--- config.mk ---
export PLATFORM = sky130hd
export DESIGN_NAME = multi_level_priority_queue_top
export DESIGN_NICKNAME = d
export VERILOG_FILES = /design/src/rtl/mlpq_pkg.sv /design/src/rtl/multi_level_priority_queue_top.sv
export VERILOG_INCLUDE_DIRS = /design/src /design/src/rtl
export SDC_FILE = /design/constraint.sdc
export NUM_CORES = 2
export LEC_CHECK = 0
export BUFFER_PORTS_ARGS = -buffer_cell sky130_fd_sc_hd__clkbuf_2
export CAP_MARGIN = 15
export CORE_UTILIZATION = 38
export DETAILED_ROUTE_END_ITERATION = 8
export SYNTH_ARGS = -nofsm -noshare
export SYNTH_HDL_FRONTEND = slang
export SYNTH_SLANG_ARGS = --single-unit
--- constraint.sdc ---
create_clock -name clk -period 7.5 [get_ports clk]
set_input_delay 1.125 -clock clk [delete_from_list [all_inputs] [get_ports clk]]
set_output_delay 1.125 -clock clk [all_outputs]
set_load 0.02 [all_outputs]
--- src/rtl/assert_macros.svh ---
`ifndef ASSERT_MACROS_SVH
`define ASSERT_MACROS_SVH

// Same-cycle implication, sampled on clk, quiet while rst is high.
`define ASSERT_IMPL(lbl, ante, cons) \
  lbl: assert property (@(posedge clk) disable iff (rst) (ante) |-> (cons)) \
    else $error("implication check failed");

// Next-cycle implication, sampled on clk, quiet while rst is high.
`define ASSERT_NEXT(lbl, ante, cons) \
  lbl: assert property (@(posedge clk) disable iff (rst) (ante) |=> (cons)) \
    else $error("next-cycle check failed");

`endif

--- src/rtl/mlpq_pkg.sv ---
package mlpq_pkg;

  localparam logic FUNC_INSERT = 1'b0;
  localparam logic FUNC_DELETE = 1'b1;

  typedef enum logic [1:0] {
    ST_INSERTED  = 2'd0,
    ST_DELETED   = 2'd1,
    ST_OVERFLOW  = 2'd2,
    ST_UNDERFLOW = 2'd3
  } status_t;

  typedef struct packed {
    logic               func;
    logic [2:0]         priority_req;
    logic signed [31:0] item_value;
  } req_item_t;

  typedef struct packed {
    status_t            status;
    logic signed [31:0] removed_value;
    logic [2:0]         removed_level;
  } rsp_item_t;

endpackage

--- src/rtl/multi_level_priority_queue_top.sv ---
// Flow: IDLE takes an item into a register; EXEC then registers an insert (or
// overflow/underflow) result, or for a successful delete reads storage, and READ
// registers that result; both wait while a result is stalled. One item is worked
// at a time: a new item is taken the cycle after the previous result is registered.
// Reset (rst, synchronous): clears all head/tail pointers and level counts at once;
// the value storage is left uninitialised and needs no clearing pass.
`include "assert_macros.svh"

module multi_level_priority_queue_top #(
  parameter int LEVELS     = 8,
  parameter int DEPTH      = 8,
  parameter int DATA_WIDTH = 32
) (
  input  logic                 clk,
  input  logic                 rst,
  input  logic                 req_valid,
  output logic                 req_stall,
  input  mlpq_pkg::req_item_t  req,
  output logic                 rsp_valid,
  input  logic                 rsp_stall,
  output mlpq_pkg::rsp_item_t  rsp
);
  import mlpq_pkg::*;

  localparam int LW    = $clog2(LEVELS);
  localparam int SW    = $clog2(DEPTH);
  localparam int CW    = $clog2(DEPTH + 1);
  localparam int AW    = LW + SW;
  localparam int WORDS = 1 << AW;

  // Sequencer: IDLE takes an item, EXEC decides and touches storage,
  // READ waits out the storage read of a delete.
  typedef enum logic [2:0] {
    S_IDLE = 3'b001,
    S_EXEC = 3'b010,
    S_READ = 3'b100
  } state_t;

  state_t state;
  state_t state_next;

  req_item_t req_q;

  // Per-level FIFO bookkeeping, small enough for flops.
  logic [SW-1:0] head  [LEVELS];
  logic [SW-1:0] tail  [LEVELS];
  logic [CW-1:0] count [LEVELS];

  // Value storage: one word per (level, slot), registered read.
  logic [DATA_WIDTH-1:0] mem [WORDS];
  logic [DATA_WIDTH-1:0] rd_data;
  logic [LW-1:0]         del_lvl;

  logic          slot_free;
  logic          lvl_ok;
  logic [LW-1:0] ins_lvl;
  logic [LW-1:0] enc_lvl;
  logic          any_full_lvl;  // some level non-empty
  logic [LW-1:0] op_lvl;
  logic [CW-1:0] cnt_sel;
  logic [SW-1:0] head_sel;
  logic [SW-1:0] tail_sel;
  logic          do_insert;
  logic          do_delete;
  logic [AW-1:0] mem_addr;

  assign slot_free = !rsp_valid || !rsp_stall;
  assign req_stall = (state != S_IDLE);

  assign ins_lvl = LW'(req_q.priority_req);
  assign lvl_ok  = (32'(req_q.priority_req) < LEVELS);

  // Fixed priority encoder over occupancy: lowest non-empty level wins.
  always_comb begin
    enc_lvl      = '0;
    any_full_lvl = 1'b0;
    for (int i = LEVELS - 1; i >= 0; i--) begin
      if (count[i] != '0) begin
        enc_lvl      = LW'(i);
        any_full_lvl = 1'b1;
      end
    end
  end

  assign op_lvl   = (req_q.func == FUNC_DELETE) ? enc_lvl : ins_lvl;
  assign cnt_sel  = count[op_lvl];
  assign head_sel = head[op_lvl];
  assign tail_sel = tail[op_lvl];

  // Only act once the result register can take the outcome.
  assign do_insert = (state == S_EXEC) && slot_free && (req_q.func == FUNC_INSERT) &&
                     lvl_ok && (cnt_sel != CW'(DEPTH));
  assign do_delete = (state == S_EXEC) && slot_free && (req_q.func == FUNC_DELETE) &&
                     any_full_lvl;

  assign mem_addr = {op_lvl, (req_q.func == FUNC_DELETE) ? head_sel : tail_sel};

  function automatic logic [SW-1:0] wrap_inc(input logic [SW-1:0] s);
    return (s == SW'(DEPTH - 1)) ? '0 : s + SW'(1);
  endfunction

  always_comb begin
    state_next = state;
    case (state)
      S_IDLE: begin
        if (req_valid) state_next = S_EXEC;
      end
      S_EXEC: begin
        if (slot_free) state_next = do_delete ? S_READ : S_IDLE;
      end
      S_READ: begin
        if (slot_free) state_next = S_IDLE;
      end
      default: state_next = S_IDLE;
    endcase
  end

  always_ff @(posedge clk) begin
    if (rst) begin
      state <= S_IDLE;
    end else begin
      state <= state_next;
    end
  end

  always_ff @(posedge clk) begin
    if (state == S_IDLE && req_valid) req_q <= req;
  end

  // Bookkeeping update; one level at most per item.
  always_ff @(posedge clk) begin
    if (rst) begin
      for (int i = 0; i < LEVELS; i++) begin
        head[i]  <= '0;
        tail[i]  <= '0;
        count[i] <= '0;
      end
    end else if (do_insert) begin
      tail[op_lvl]  <= wrap_inc(tail_sel);
      count[op_lvl] <= cnt_sel + CW'(1);
    end else if (do_delete) begin
      head[op_lvl]  <= wrap_inc(head_sel);
      count[op_lvl] <= cnt_sel - CW'(1);
    end
  end

  always_ff @(posedge clk) begin
    if (do_insert) mem[mem_addr] <= DATA_WIDTH'($unsigned(req_q.item_value));
  end

  always_ff @(posedge clk) begin
    if (do_delete) begin
      rd_data <= mem[mem_addr];
      del_lvl <= op_lvl;
    end
  end

  // Result register: holds until taken downstream.
  always_ff @(posedge clk) begin
    if (rst) begin
      rsp_valid <= 1'b0;
    end else if (state == S_EXEC && slot_free && !do_delete) begin
      rsp_valid <= 1'b1;
    end else if (state == S_READ && slot_free) begin
      rsp_valid <= 1'b1;
    end else if (rsp_valid && !rsp_stall) begin
      rsp_valid <= 1'b0;
    end
  end

  always_ff @(posedge clk) begin
    if (state == S_EXEC && slot_free && !do_delete) begin
      rsp.removed_value <= '0;
      rsp.removed_level <= '0;
      if (req_q.func == FUNC_DELETE) begin
        rsp.status <= ST_UNDERFLOW;
      end else if (do_insert) begin
        rsp.status <= ST_INSERTED;
      end else begin
        rsp.status <= ST_OVERFLOW;
      end
    end else if (state == S_READ && slot_free) begin
      rsp.status        <= ST_DELETED;
      rsp.removed_value <= 32'(rd_data);
      rsp.removed_level <= 3'(del_lvl);
    end
  end

  // Occupancy of the level in play never passes the FIFO depth.
  `ASSERT_IMPL(a_count_bound, state == S_EXEC, cnt_sel <= CW'(DEPTH))
  // A result only appears out of the working states.
  `ASSERT_IMPL(a_rsp_origin, $rose(rsp_valid), $past(state == S_EXEC || state == S_READ))
  // A successful insert grows its level by exactly one.
  `ASSERT_NEXT(a_insert_count, do_insert, count[$past(op_lvl)] == $past(cnt_sel) + CW'(1))

endmodule

==> impl_metrics.py <==
metrics = {
    "global_routing": {
        "gr-total-overflow": 0,
        "grt_max_degree": 140,
        "grt_pass1_vias": 50716,
        "grt_first_pass_wirelength_um": 368000,
        "antenna_found_initial": 21,
        "grtUsageTotal_pct": 21.9,
    },
    "floorplanning": {
        "initial_core_util_pct": 38.4,
        "die_w_um": 482,
        "die_h_um": 482,
        "dieArea_sq_mm": 0.233,
        "coreArea_sq_mm": 0.228,
        "num_io_pins": 79,
        "rows": 175,
    },
    "run_status": {
        "status": "finished clean",
    },
    "clock_tree": {
        "cts_setup_buffers": 0,
        "holdBufCountCts": 0,
        "cts_buffer_depth": 3,
        "numCtsBuffers": 215,
        "clock_latency_ns": 0.87,
        "clkSinkCount": 2240,
        "clkTransAtPathRegs_ns": 0.06,
        "cts_tree": "yes",
        "htree_num_levels": 4,
        "cts-resized-gates": 0,
        "cts_root_buffer": "clkbuf_16",
    },
    "logic_synthesis": {
        "synth_cell_types": 82,
        "syn_area_per_cell_sq_um": 15.2,
        "syn_area_sq_mm": 0.0877,
        "async_flop_share_pct": 0,
        "ys_ff_latch": 2240,
        "synth_edf_count": 2201,
        "ys.flop_type": "edfxtp_1",
        "yosysWarningCount": 0,
        "syn_inst": 5773,
        "synth_nets": 5816,
        "ys_seq_area_share_pct": 76.3,
    },
    "critical_path": {
        "slowest_stage": "a221o_2",
        "reg2reg_slack_ns": 0.92,
        "crit_path_end_kind": "flop",
        "crit_fanout": 102,
        "critPathMaxStageDelay_ns": 0.74,
        "critPathKind": "reg -> reg",
        "rr_startpoint": "count[0][1]$_SDFFCE_PN0P_",
        "start_kind": "flop",
        "r2r-end": "rd_data[30]$_DFFE_PP_",
        "worst_r2r_path_depth": 14,
        "crit_arrival_ns": 7.04,
        "crit_chain": "nor4_1 -> nand2_1 -> a221o_2 -> inv_4 -> nand2_1 -> o22a_1 -> o211ai_1 -> o21a_4 -> nor2_4 -> buf_12 -> a22oi_1 -> o21ai_1 -> a22oi_1 -> nand4_1",
        "path_buf_inv": 2,
        "crit_family": "compound AO/OA/AOI/OAI gates",
        "critPathRequiredTime_ns": 7.96,
    },
    "sta": {
        "grt_setup_unrepaired": "no",
        "setup_tns_ns": 0,
        "min_period_over_period_pct": 87.8,
        "relSlewSlack_pct": 22.6,
        "holdWs_ns": 0.438,
        "tightest_slew_ns": 1.16,
        "finalMaxSlewViolations": 0,
        "layout_setup_ws_ns": 0.916,
        "period_needed_ns": 6.58,
        "setup_viol": 0,
        "clock_skew_ns": 0.0712,
        "hold_viol_final": 0,
        "fmax_mhz": 152,
    },
    "layout": {
        "regArea_sq_mm": 0.0669,
        "fillers": 19941,
        "nets": 5926,
        "layout_commonest_cell": "edfxtp_1",
        "syn_to_final_growth_pct": 13.5,
        "drive_above_1_share_pct": 15.4,
        "layout_common_cells": "edfxtp_1, nand2_1, nand3_1, o21ai_0, clkbuf_16",
        "stdcell_area_sq_mm": 0.0996,
        "final_util_pct": 43.6,
        "multi_input_area_sq_mm": 0.0195,
    },
    "job": {
        "cap_violations": 0,
    },
    "placed_design": {
        "gp_congestion": 0.862,
        "portBuffers": 78,
        "dp_slack_ns": 1.21,
        "post_dp_cell_area_sq_mm": 0.0927,
        "dpl.hpwl_um": 141000,
    },
    "pwr": {
        "power_density_mw_per_mm2": 285,
        "p_leak_uw": 0.0319,
        "max-vdd-ir-drop_mv": 0.224,
    },
    "drt": {
        "antenna_left": 0,
        "drtPass1Iterations": 5,
        "via_per_inst": 5.89,
        "wl_um": 260000,
        "drt_iter0_drc": 7883,
        "dr_total_vias": 53596,
        "route.detailed.drc": 0,
        "wl_per_cell_um": 28.6,
    },
    "min_path": {
        "worst_hold_startpoint": "req[19]",
        "whs_endpoint": "req_q[19]$_DFFE_PP_",
        "hold_class": "in -> reg",
        "hold_depth": 1,
    },
}
==> area by class of cell <==
type / count / share of cell area (%)
antenna: 13 / 0.0327
clock buffer: 283 / 5.77
clock inverter: 124 / 1.14
inverter: 10 / 0.0440
multi-input combinational: 3114 / 19.6
sequential: 2240 / 67.2
tap: 3009 / 3.78
timing repair buffer: 302 / 2.43
==> through the flow <==
step | total power (uW) | std cells
after floorplan | 16500 | 5773
after global routing | 29200 | 9093
final | 28400 | 9095
after CTS | 28400 | 9082
after detailed placement | 18000 | 8675
after global placement | 17900 | 8675
==> per-layer routing <==
metal	global-route usage (%)	vias to the layer above	wire (um)
met2	32.0	2940	113000
met1	32.8	27498	111000
met5	0	-	0
met4	7.15	0	7980
li1	-	22781	-
met3	4.09	377	28100
==> report_power, final <==
part | switching [uW] | internal [uW] | leakage (uW)
combinational | 2740 | 1100 | 0.00837
clock | 4760 | 5870 | 0.00335
sequential | 29.1 | 13900 | 0.0202
==> cells in the mapped netlist, drive strengths merged (4+ instances only) <==
| cell | count | area (sq um) |
|---|---|---|
| o211ai | 6 | 45.0 |
| a22o | 4 | 35.0 |
| nand4bb | 25 | 282 |
| and3 | 48 | 300 |
| inv | 9 | 38.8 |
| o21a | 5 | 37.5 |
| clkbuf | 245 | 920 |
| nor4 | 12 | 149 |
| and2 | 6 | 37.5 |
| mux2 | 177 | 1990 |
| nand2 | 866 | 3250 |
| a21oi | 137 | 689 |
| a21o | 40 | 300 |
| a31oi | 95 | 609 |
| mux2i | 148 | 1480 |
| a211oi | 15 | 118 |
| nor2 | 175 | 681 |
| a221oi | 186 | 1640 |
| a221o | 4 | 41.3 |
| dfxtp | 39 | 781 |
| o221a | 28 | 315 |
| nand4 | 37 | 231 |
| or4 | 5 | 37.5 |
| o22ai | 5 | 45.0 |
| mux4 | 4 | 90.1 |
| nor2b | 4 | 25.0 |
| o2bb2ai | 34 | 298 |
| a32oi | 57 | 499 |
| nand3 | 406 | 2030 |
| nor3 | 63 | 330 |
| o21ai | 257 | 1290 |
| a311oi | 6 | 52.6 |
| buf | 164 | 883 |
| o2111ai | 26 | 228 |
| a211o | 4 | 35.0 |
| a22oi | 168 | 1260 |
| nand2b | 20 | 125 |
| edfxtp | 2201 | 66100 |
==> cell families (layout without fill, tap and decap cells) <==
logic type | Yosys count | in the layout | synth area share [%]
fa+ha+maj | 3 | 3 | 0.0428
flops | 2240 | 2240 | 76.3
mux | 329 | 329 | 4.07
buf+inv | 419 | 719 | 2.10
compound gates | 1101 | 1101 | 8.86
simple gates | 1677 | 1677 | 8.62
other cells | 0 | 13 | 0
xor+xnor | 4 | 4 | 0.0400
==> how the worst max path moves through the flow <==
stage | end | depth (start not counted) | slack, ns | startpoint
after global routing | rd_data[19]$_DFFE_PP_ | 14 | 0.87 | count[0][1]$_SDFFCE_PN0P_
after global placement | rd_data[30]$_DFFE_PP_ | 15 | 1.21 | count[0][1]$_SDFFCE_PN0P_
final | rd_data[30]$_DFFE_PP_ | 14 | 0.92 | count[0][1]$_SDFFCE_PN0P_
after CTS | rd_data[30]$_DFFE_PP_ | 15 | 1.16 | count[0][1]$_SDFFCE_PN0P_
after floorplan | mem[53][0]$_DFFE_PP_ | 16 | 1.31 | count[6][0]$_SDFFCE_PN0P_
after detailed placement | rd_data[30]$_DFFE_PP_ | 15 | 1.21 | count[0][1]$_SDFFCE_PN0P_
==> state kept, by name, indices dropped and copies added (netlist names) <==
register / cells
head: 24
del_lvl: 3
rsp: 37
rsp_valid: 1
req_q: 33
tail: 24
mem: 2048
count: 32
rd_data: 32
ins_lvl: 3
state: 3
No activity file was read; power rests on OpenSTA's default activity.
